**config.mk**
```make
export PLATFORM = sky130hd
export DESIGN_NAME = stf_sum_unit
export DESIGN_NICKNAME = d
export VERILOG_FILES = /design/src/rtl/stf_pkg.sv /design/src/rtl/stf_sum_unit.sv
export SDC_FILE = /design/constraint.sdc
export NUM_CORES = 1
export LEC_CHECK = 0
export BUFFER_PORTS_ARGS = -buffer_cell sky130_fd_sc_hd__buf_2
export CORE_MARGIN = 2
export CORE_UTILIZATION = 40
export CTS_BUF_LIST = sky130_fd_sc_hd__clkbuf_4
export DETAILED_ROUTE_END_ITERATION = 12
export PLACE_DENSITY_LB_ADDON = 0.2
export REMOVE_ABC_BUFFERS = 1
export SYNTH_ARGS = -nofsm -noshare
export SYNTH_HDL_FRONTEND = slang
export SYNTH_SLANG_ARGS = --single-unit
```
**constraint.sdc**
```tcl
create_clock -name aclk -period 3.7 [get_ports aclk]
set_clock_uncertainty 0.2 [all_clocks]
set_input_delay 0.37 -clock aclk [delete_from_list [all_inputs] [get_ports aclk]]
set_output_delay 0.37 -clock aclk [all_outputs]
set_load 0.1 [all_outputs]
```
**src/rtl/stf_pkg.sv**
```systemverilog
// shared types and constants for the subarray target-sum finder
package stf_pkg;

    localparam int MAX_LEN_DEF  = 8;
    localparam int ELEM_W_DEF   = 16;
    localparam int TARGET_W     = 19;
    localparam int INDEX_OUT_W  = 3;
    localparam int MATCH_CNT_W  = 6;
    localparam int M_DATA_W     = 16;

    localparam logic KIND_MATCH = 1'b0;
    localparam logic KIND_DONE  = 1'b1;

    typedef enum logic [1:0] {
        ST_LOAD,
        ST_SEARCH,
        ST_DONE
    } stf_state_t;

    // control from the sequencer to the accumulate unit
    typedef struct packed {
        logic step;     // take the current element into the running sum
        logic restart;  // current element opens a new run
    } sum_ctl_t;

endpackage

```
**src/rtl/stf_sum_unit.sv**
```systemverilog
// shared accumulate and compare unit: running run sum against the target
module stf_sum_unit #(
    parameter int MAX_LEN       = stf_pkg::MAX_LEN_DEF,
    parameter int ELEMENT_WIDTH = stf_pkg::ELEM_W_DEF
) (
    input  logic                                aclk,
    input  logic                                aresetn,
    input  stf_pkg::sum_ctl_t                   ctl,
    input  logic signed [ELEMENT_WIDTH-1:0]     elem,
    input  logic signed [stf_pkg::TARGET_W-1:0] target,
    output logic                                match
);

    localparam int SUM_W = ELEMENT_WIDTH + $clog2(MAX_LEN + 1);
    localparam int CMP_W = (SUM_W > stf_pkg::TARGET_W) ? SUM_W : stf_pkg::TARGET_W;

    logic signed [SUM_W-1:0] sum_reg;
    logic signed [SUM_W-1:0] sum_next;
    logic signed [SUM_W-1:0] base;
    logic signed [CMP_W-1:0] sum_cmp;
    logic signed [CMP_W-1:0] target_cmp;

    always_comb begin
        base       = ctl.restart ? '0 : sum_reg;
        sum_next   = base + SUM_W'(elem);
        sum_cmp    = CMP_W'(sum_next);
        target_cmp = CMP_W'(target);
        match      = (sum_cmp == target_cmp);
    end

    always_ff @(posedge aclk) begin
        if (!aresetn) begin
            sum_reg <= '0;
        end else if (ctl.step) begin
            sum_reg <= sum_next;
        end
    end

endmodule

```
==> metrics.md, run 1 <==
| Metric | Value |
|---|---|
| Crit path max fanout | 3 |
| Die X | 83.0 µm |
| Initial Util | 41.7% |
| First-pass GRT wire length | 11,100 µm |
| Area leader, netlist | dfxtp_1 |
| Cts hold-fix bufs | 0 |
| Share of cells above drive strength 1 | 32.4% |
| DP Area | 3090 µm² |
| Post-synthesis sequential area ratio | 16.0% |
| Violated checks | negative setup slack |
| CTS tree | yes |
| Ys Warns | 0 |
| Final setup violating endpoints | 1 |
| LEAKAGE | 1.45 nW |
| Simple-Gate Fraction of Synth Area | 26.3% |
| Root buf cell | clkbuf_4 |
| #FFs+latches synth | 20 |
| Post-place setup slack | -0.273 ns |
| Slew margin rel. | 61.0% |
| Full die area | 6890 µm² |
| Post-layout min period | 4.13 ns |
| Area growth syn-to-layout | 27.5% |
| Worst hold path stage count | 4 |
| Finished Core Util | 53.1% |
| Post-synthesis adder-cell area fraction | 10.3% |
| Vias per cell | 5.36 |
| Chip height | 83.0 µm |
| Crit. End Element | output port |
| RSZ-0062 raised after global routing | true |
| GRT Overall Usage | 19.5% |
| Total gr overflow | 0 |
| Fmax achieved | 242 MHz |
| Final Slew Violations | 0 |
| VDD IR max | 0.142 mV |
| Htree depth | 1 |
| Placer Congestion | 0.922 |
| Slew @ Worst Pin | 0.585 ns |
| Ys async rst share | 0% |
| Clock sinks | 20 |
| Post-route cell area | 3180 µm² |
| CTS buffer count | 3 |
| Remaining routing DRC violations | 0 |
| Via count | 2,440 |
| Min-delay worst type | input port to register |
| Nets | 440 |
| Syn Area/Cell | 8.24 µm² |
| Synth top cells by count | nor2b_1, a21oi_1, nand2_1, dfxtp_1, ha_1 |
| Row cnt | 28 |
| Ranking of synthesized cells by area | dfxtp_1, nor2b_1, ha_1 |
| Vias in the first global route | 2,345 |
| Critical Path Source Type | register |
| Top-Level Pins | 40 |
| Routed WL per cell | 14.8 µm |
| Pwr/cell area | 252 nW/µm² |
| Dominant synthesized flop cell | dfxtp_1 |
| Post-synthesis mux area share | 6.51% |
| Netlist Area Pre-Place | 2500 µm² |
| Worst-path clk slew | 0.14 ns |
| Synth Area in Compound Gates | 23.2% |
| Post-route ant nets | 0 |
| DRT Wirelength | 6730 µm |
| Max reg flops | 20 |
| Core Footprint | 5990 µm² |
| Final hold vios | 0 |
| Status | finished, violations left |
| 1st-iter DRT viols | 161 |
| Critical setup path kind | register to output port |
| # diodes | 0 |
| Cells after Synth | 303 |
| Setup ws final | -0.429 ns |
| Count of cell types in the netlist | 63 |
| Port bufs | 39 |
| CP required | 3.13 ns |
| Maximum number of pins on one net before global-route repair | 24 |
| Max-cap check violation count | 0 |
| Largest family of logic cells by synthesized area | simple AND/OR/NAND/NOR gates |
| 1st-pass router iterations | 5 |
| Initial antenna violation count | 0 |
| Clk buf depth | 2 |
| Cells on worst reg2reg path | 12 |
| Post-Synth XOR/XNOR Area | 13.7% |
| Count leader, synth | nor2b_1 |
| Period Utilization, post-route | 112% |
| HPWL after DPL | 5330 µm |
| Number of synthesized flops with an enable pin | 0 |
| Yosys top cell area share | 16.0% |
| Critical path data arrival time | 3.56 ns |
| Clk Latency, worst-skew pair | 0.33 ns |
worst paths after layout:
kind               startpoint          end  slack (ns)
setup / recovery   sum_reg[0]        match       -0.43
hold / removal        elem[0]   sum_reg[0]        0.29
setup reg to reg   sum_reg[0]  sum_reg[16]        0.52
hold reg to reg   sum_reg[16]  sum_reg[16]        0.31
stage by stage:
| step | hold slack [ns] | std cells | TNS [ns] | power (mW) |
|---|---|---|---|---|
| after floorplan | 0.245 | 286 | -1.47 | 0.512 |
| after global placement | 0.262 | 450 | -0.209 | 0.661 |
| after detailed placement | 0.276 | 450 | -0.273 | 0.666 |
| after CTS | 0.273 | 454 | -0.395 | 0.804 |
| after global routing | 0.327 | 455 | -0.578 | 0.861 |
| final | 0.292 | 455 | -0.429 | 0.803 |
where the power goes:
group | internal (mW) | total, mW | switching (mW)
clock network | 0.0396 | 0.127 | 0.0874
registers | 0.236 | 0.246 | 0.00915
logic | 0.220 | 0.430 | 0.210
logic make-up (layout without fill, tap and decap cells):
group           Yosys count  in the layout
simple gates            117            117
fa+ha+maj                20             20
mux                      16             16
xor+xnor                 31             31
flops                    20             20
buf+inv                  21             98
compound gates           78             78
cell type report:
cell class	instances	area, µm²
clock buffer	3	22.5
clock inverter	1	3.75
fill	598	2810
inverter	4	15.0
multi-input combinational	262	2050
sequential	20	402
tap	75	93.8
timing repair buffer	90	593
timing repair:
item                                    4_1_cts  5_1_grt
pin swaps                                     1        6
setup buffers                                 0        1
gates resized for setup                       5        6
endpoints found under the setup margin        1        1
critical path: stages, from the launching register on:
cell	delay, ns
dfxtp_2	0.34
nor2b_1	0.12
ha_2	0.18
fa_2	0.35
a21o_1	0.21
a221oi_2	0.28
buf_4	0.17
xnor2_2	0.06
xor2_1	0.14
a311o_1	0.36
a2111oi_4	0.40
o2111ai_2	0.18
nor3_2	0.12
buf_4	0.14
buf_12	0.16
layer usage:
metal	up-vias	GRT usage, %	wire (µm)	share of wire [%]
met5	-	0	0	0
met3	4	2.88	324	4.8
met1	1118	27.2	3210	48
met2	56	32.5	3140	47
met4	0	3.13	55	0.82
li1	1262	-	-	-
cell usage in the layout (no fill, tap or decap), drive strengths merged, types with 3 or more instances in the layout:
| cell | n |
|---|---|
| or3 | 3 |
| a21o | 6 |
| xor2 | 13 |
| mux2i | 14 |
| and3 | 8 |
| clkbuf | 3 |
| nor4 | 3 |
| buf | 90 |
| a31oi | 4 |
| nand2 | 23 |
| inv | 4 |
| o2111ai | 3 |
| o21ai | 14 |
| nor2 | 15 |
| xnor2 | 13 |
| and4 | 3 |
| nand3 | 7 |
| ha | 19 |
| nor3 | 8 |
| a21oi | 26 |
| xnor3 | 4 |
| nor2b | 39 |
| dfxtp | 20 |
| a211oi | 4 |
| a31o | 3 |
Power figures use the tool's default switching activity.
==> inputs of run 2 (changes only) <==
Settings changed: CELL_PAD_IN_SITES_DETAIL_PLACEMENT set to 0, CELL_PAD_IN_SITES_GLOBAL_PLACEMENT set to 2, CORE_UTILIZATION 40 to 32.
==> run 2 against run 1 <==
Compared with the run above:
- the run still ends with negative setup slack left
- final cell count is 7.7% higher
- sequential power hardly changed
- non-clock buffer count is 9 higher
- clock power is 4% lower
- critical path depth is 2 lower
- first-iteration DRC count is 49% lower
- design area is 3.5% higher
- worst setup slack better by 0.039 ns
- clock-buffer cell count stayed put
- critical endpoint unchanged
- largest power group unchanged
==> metrics.md, run 2 (synthesis gave the netlist of run 1 again) <==
| Metric | Value |
|---|---|
| Slew margin rel. | 63.3% (+2.3 points) |
| Clock network power share | 14.9% (-0.9 points) |
| Root buf cell | clkbuf_4 |
| Critical path data arrival time | 3.52 ns (-0.04 ns) |
| CP top delay family | simple AND/OR/NAND/NOR gates |
| LEAKAGE | 1.50 nW (+3.4%) |
| Violated checks | negative setup slack |
| RSZ-0062 raised after global routing | true |
| Status | finished, violations left |
| Share of cells above drive strength 1 | 34.5% (+2.2 points) |
| Full die area | 8530 µm² (+24%) |
| Core Footprint | 7650 µm² (+28%) |
| Highest routed metal layer | met4 |
| Worst-path clk slew | 0.14 ns (about the same) |
| Row cnt | 32 (+14%) |
| GRT Overall Usage | 17.9% (-1.6 points) |
| Vias per cell | 4.95 (-7.7%) |
| Met3 WL | 252 µm (-22%) |
| Period Utilization, post-route | 111% (-1.1 points) |
| Clk buf depth | 2 (unchanged) |
| Initial Util | 32.7% (-9.0 points) |
| Clk Latency, worst-skew pair | 0.32 ns (about the same) |
| Min-delay worst type | register to register |
| Combinational share of power | 54.9% (+1.3 points) |
| Critical Path Max Stage Delay | 0.56 ns (+0.16 ns) |
| Final Slew Violations | 0 (unchanged) |
| Port bufs | 39 (unchanged) |
| Crit. End Element | output port |
| Max reg flops | 20 (unchanged) |
| Clock sinks | 20 (unchanged) |
| Post-route ant nets | 0 (unchanged) |
| Final setup violating endpoints | 1 (unchanged) |
| CTS buffer count | 3 (unchanged) |
| Placer Congestion | 0.868 (-5.9%) |
| # diodes | 0 (unchanged) |
| Commonest non-fill, non-tap cell in the layout | buf_4 |
| Crit path max fanout | 2 (-1) |
| Critical setup path kind | register to output port |
| Net switching power figure | 311 µW (+1.3%) |
| 1st-pass router iterations | 4 (-1) |
| First-pass GRT wire length | 12,100 µm (+9.3%) |
| Total gr overflow | 0 (unchanged) |
| Critical Path Source Type | register |
| Final hold vios | 0 (unchanged) |
| Slowest-stage cell, CP | fa_2 |
| HPWL after DPL | 6060 µm (+14%) |
| Flop pwr share | 30.2% (-0.4 points) |
| Final hold slack | 0.296 ns (+0.00380 ns) |
| Htree depth | 1 (unchanged) |
| Detail Route met2 WL | 3440 µm (+9.6%) |
| Vias in the first global route | 2,443 (+4.2%) |
| Buffers & Inverters on Critical Path | 2 (-1) |
| Int Pwr | 504 µW (+1.6%) |
| VDD IR max | 0.116 mV (-18%) |
| Post-layout min period | 4.09 ns (-0.0395 ns) |
| Setup ws final | -0.390 ns (+0.0395 ns) |
| Fmax achieved | 245 MHz (+0.96%) |
| Pwr/cell area | 247 nW/µm² (-2.0%) |
| Nets | 449 (+2.0%) |
| Switching Fraction | 38.1% (-0.081 points) |
| Max-cap check violation count | 0 (unchanged) |
| Remaining routing DRC violations | 0 (unchanged) |
| Via count | 2,425 (-0.61%) |
| Worst path cell trace | nor2b_1, ha_2, fa_2, xnor2_2, o311a_1, o21ai_0, or4_4, a2111oi_4, o2111ai_2, nor3_2, buf_4, buf_12 |
| TNS Setup | -0.390 ns (+0.0395 ns) |
| Area growth syn-to-layout | 31.9% |
| 1st-iter DRT viols | 82 (-49%) |
| CTS tree | yes |
| Postcts setup bufs | 0 (unchanged) |
| Wire length on met1 | 3650 µm (+14%) |
| DRT Wirelength | 7380 µm (+9.7%) |
| Top-Level Pins | 40 (unchanged) |
| Most frequent cells in the layout | buf_4, nor2b_1, buf_2 |
| Slew @ Worst Pin | 0.545 ns (-0.0396 ns) |
| Chip height | 92.3 µm (+11%) |
| CP required | 3.13 ns (about the same) |
| Maximum number of pins on one net before global-route repair | 24 (unchanged) |
| Routed WL per cell | 15.1 µm (+1.8%) |
| Die X | 92.3 µm (+11%) |
| Initial antenna violation count | 0 (unchanged) |
## run 2: cell count changes in the layout (fill, tap and decap cells not counted)
cell / before / now
buf_4: 51 / 60
a22o_1: 2 / 1
a22o_4: 0 / 1
clkinv_1: 1 / 0
o311ai_0: 1 / 0
o311ai_1: 0 / 1
or3_1: 3 / 2
or3_4: 0 / 1
## run 2: repair_timing
| item | in CTS | in global routing |
|---|---|---|
| resized for setup | 5 | 9 |
| hold buffers | 0 | 0 |
| endpoints found under the setup margin | 1 | 1 |
| pin swaps | 2 | 4 |
## run 2: area by class of cell
cell class,instances,area [µm²]
flip-flops and latches,20,402
inverters,4,15.0
clock buffers,3,22.5
multi-input cells,262,2070
fillers,795,4350
well taps,102,128
repair buffers,99,661
## run 2: final timing paths
kind,slack [ns],cells after the start,endpoint,startpoint
min reg2reg,0.30,2,sum_reg[16],sum_reg[16]
max reg2reg,0.44,12,sum_reg[16],sum_reg[0]
min,0.30,2,sum_reg[16],sum_reg[16]
max,-0.39,12,match,sum_reg[0]
## run 2: stage by stage
step	instance area [µm²]	std cells	setup slack, ns	power (mW)	util (%)
2_1_floorplan	2410	286	-1.47	0.512	-
3_3_place_gp	3200	487	-0.286	0.683	41.9
3_5_place_dp	3200	487	-0.325	0.685	41.9
4_1_cts	3260	490	-0.405	0.818	42.6
5_1_grt	3290	490	-0.542	0.876	43.1
6_report	3290	490	-0.390	0.815	43.1
## run 2: worst min-delay path, delay by kind of cell, from the launching register on
kind / cells / cell delay, ns
flops: 1 / 0.33
compound gates: 1 / 0.07
simple gates: 1 / 0.07
## run 2: per-layer routing
layer / global-route usage [%] / vias up
met4: 2.61 / 0
met5: 0 / -
met3: 2.03 / 2
met1: 24.7 / 1103
met2: 30.7 / 41
li1: - / 1279
## run 2: power groups by stage
stage                     clock [mW]  sequential (mW)  combinational (mW)
after floorplan                    0            0.247               0.265
after global placement             0            0.250               0.433
after detailed placement           0            0.250               0.435
after CTS                      0.128            0.246               0.444
after global routing           0.135            0.249               0.492
final                          0.122            0.246               0.447
==> inputs of run 3 (changes only) <==
Settings changed: CORE_UTILIZATION 32 to 38.
Clock period 3.7 ns to 5.3 ns, I/O delays scaled along.
==> run 3 against run 2 <==
Compared with the run above:
- the flow now finishes without violations
- sequential power decreased by 30%
- clock-buffer cell count unchanged
- die area decreased by 15%
- register-to-register slack improved by 1.5 ns
- non-clock buffer count decreased by 59
- largest cell class unchanged
- highest routed layer unchanged
==> metrics.md, run 3 (synthesis gave the netlist of run 1 again) <==
| Metric | Value |
|---|---|
| Min-delay worst type | register to register |
| Final Slew Violations | 0 (unchanged) |
| Port bufs | 39 (unchanged) |
| Clock sinks | 20 (unchanged) |
| HPWL after DPL | 5170 µm (-15%) |
| Htree depth | 1 (unchanged) |
| Max reg flops | 20 (unchanged) |
| Core Footprint | 6350 µm² (-17%) |
| Pwr/cell area | 186 nW/µm² (-25%) |
| CP required | 4.57 ns (+1.44 ns) |
| Period Utilization, post-route | 87.8% |
| Net switching power figure | 200 µW (-36%) |
| Post-route ant nets | 0 (unchanged) |
| Finished Core Util | 43.1% (about the same) |
| Final setup violating endpoints | 0 (-1) |
| Row cnt | 29 (-9.4%) |
| Nets | 390 (-13%) |
| Routed WL per cell | 16.4 µm (+9.2%) |
| Crit path max fanout | 10 (+8) |
| Combinational share of power | 49.5% (-5.4 points) |
| Full die area | 7240 µm² (-15%) |
| Remaining routing DRC violations | 0 (unchanged) |
| Status | finished, final reports clean |
| R2R setup slack | 1.98 ns (+1.54 ns) |
| 1st-pass router iterations | 4 (unchanged) |
| Most frequent cells in the layout | nor2b_1, buf_2, a21oi_1 |
| CTS tree | yes |
| Fill cells | 662 (-17%) |
| RSZ-0062 raised after global routing | false |
| 1st-iter DRT viols | 105 (+28%) |
| Vias per cell | 5.56 (+12%) |
| Fmax achieved | 215 MHz |
| Postcts setup bufs | 0 (unchanged) |
| DRT Wirelength | 6680 µm (-9.5%) |
| Chip height | 85.1 µm (-7.9%) |
| Slew @ Worst Pin | 0.610 ns (+0.0650 ns) |
| Root buf cell | clkbuf_4 |
| First-pass GRT wire length | 11,100 µm (-8.5%) |
| Placer Congestion | 0.838 (-3.5%) |
| DP Area | 2710 µm² (-15%) |
| Cts hold-fix bufs | 0 (unchanged) |
| Area growth syn-to-layout | 9.57% |
| Die X | 85.1 µm (-7.9%) |
| Sequential cell area in the final layout | 400 µm² (-0.31%) |
| Initial Util | 39.3% (+6.7 points) |
| VDD IR max | 0.0925 mV (-20%) |
| Vias in the first global route | 2,174 (-11%) |
| Post-route cell area | 2740 µm² (-17%) |
| Flop pwr share | 33.7% (+3.5 points) |
| Total gr overflow | 0 (unchanged) |
| Critical setup path kind | input port to output port |
| Area of the multi-input gates | 2000 µm² (-3.3%) |
| Top-Level Pins | 40 (unchanged) |
| Critical path data arrival time | 3.92 ns (+0.40 ns) |
| GRT Overall Usage | 18.9% (+1.0 points) |
| Post-layout min period | 4.65 ns |
| Crit. End Element | output port |
| Clk Latency, worst-skew pair | 0.33 ns (about the same) |
| Final hold vios | 0 (unchanged) |
| # diodes | 0 (unchanged) |
| CTS buffer count | 3 (unchanged) |
| Max-cap check violation count | 0 (unchanged) |
| Int Pwr | 308 µW (-39%) |
| Share of cells above drive strength 1 | 19.5% (-15 points) |
| Via count | 2,259 (-6.8%) |
| Initial antenna violation count | 0 (unchanged) |
| Critical Path Source Type | input port |
| Worst-path clk slew | 0.15 ns (about the same) |
| Switching Fraction | 39.4% (+1.3 points) |
| LEAKAGE | 1.20 nW (-20%) |
| Maximum number of pins on one net before global-route repair | 24 (unchanged) |
| CTS resizes | 0 (-5) |
| Clock network power share | 16.8% (+1.9 points) |
| Slew margin rel. | 59.3% (-3.9 points) |
| Clk buf depth | 2 (unchanged) |
run 3: cell types whose count changed in the layout (fill, tap and decap cells not counted), sizes merged:
cell  change
buf      -59
run 3: power by group through the flow:
stage               sequential [mW]  clock (mW)  combinational [mW]
CTS                           0.172      0.0913               0.253
finish                        0.171      0.0854               0.252
global placement              0.175           0               0.251
detailed placement            0.175           0               0.252
global route                  0.173      0.0969               0.278
floorplan                     0.173           0               0.185
run 3: final timing paths:
path,start,endpoint,depth (start not counted)
setup / recovery,ctl[0],match,13
setup reg to reg,sum_reg[0],sum_reg[16],11
hold / removal,sum_reg[16],sum_reg[16],2
hold reg to reg,sum_reg[16],sum_reg[16],2
run 3: through the flow:
| step | hold WS [ns] | total power, mW | setup WS, ns | instances | setup TNS, ns |
|---|---|---|---|---|---|
| CTS | 0.302 | 0.516 | 0.664 | 406 | 0 |
| detailed placement | 0.271 | 0.427 | 0.669 | 403 | 0 |
| global placement | 0.267 | 0.427 | 0.710 | 403 | 0 |
| floorplan | 0.245 | 0.358 | -0.184 | 286 | -0.184 |
| global route | 0.324 | 0.548 | 0.418 | 406 | 0 |
| finish | 0.300 | 0.508 | 0.648 | 406 | 0 |
run 3: area by class of cell:
class | count | area share (%)
inverter | 4 | 0.549
tap | 77 | 3.52
sequential | 20 | 14.6
timing repair buffer | 40 | 7.41
clock buffer | 3 | 0.823
multi-input combinational | 262 | 73.1
run 3: worst max-delay path: stages:
cell and delay [ns]:
buf_2 0.24, nor2b_1 0.09, ha_1 0.22, fa_1 0.41, a21o_1 0.24, a221oi_2 0.33
o21ai_1 0.13, xor2_1 0.19, or3_1 0.34, a2111oi_2 0.34, o2111ai_1 0.22, nor3_1 0.20
buf_2 0.45
run 3: routing by layer:
metal	global-route usage [%]	part of all wire, %	vias to the layer above
met5	0	0	-
met4	4.18	0.85	0
met3	1.95	3.4	5
met2	29.8	43	46
met1	27.9	52	1049
li1	-	-	1159
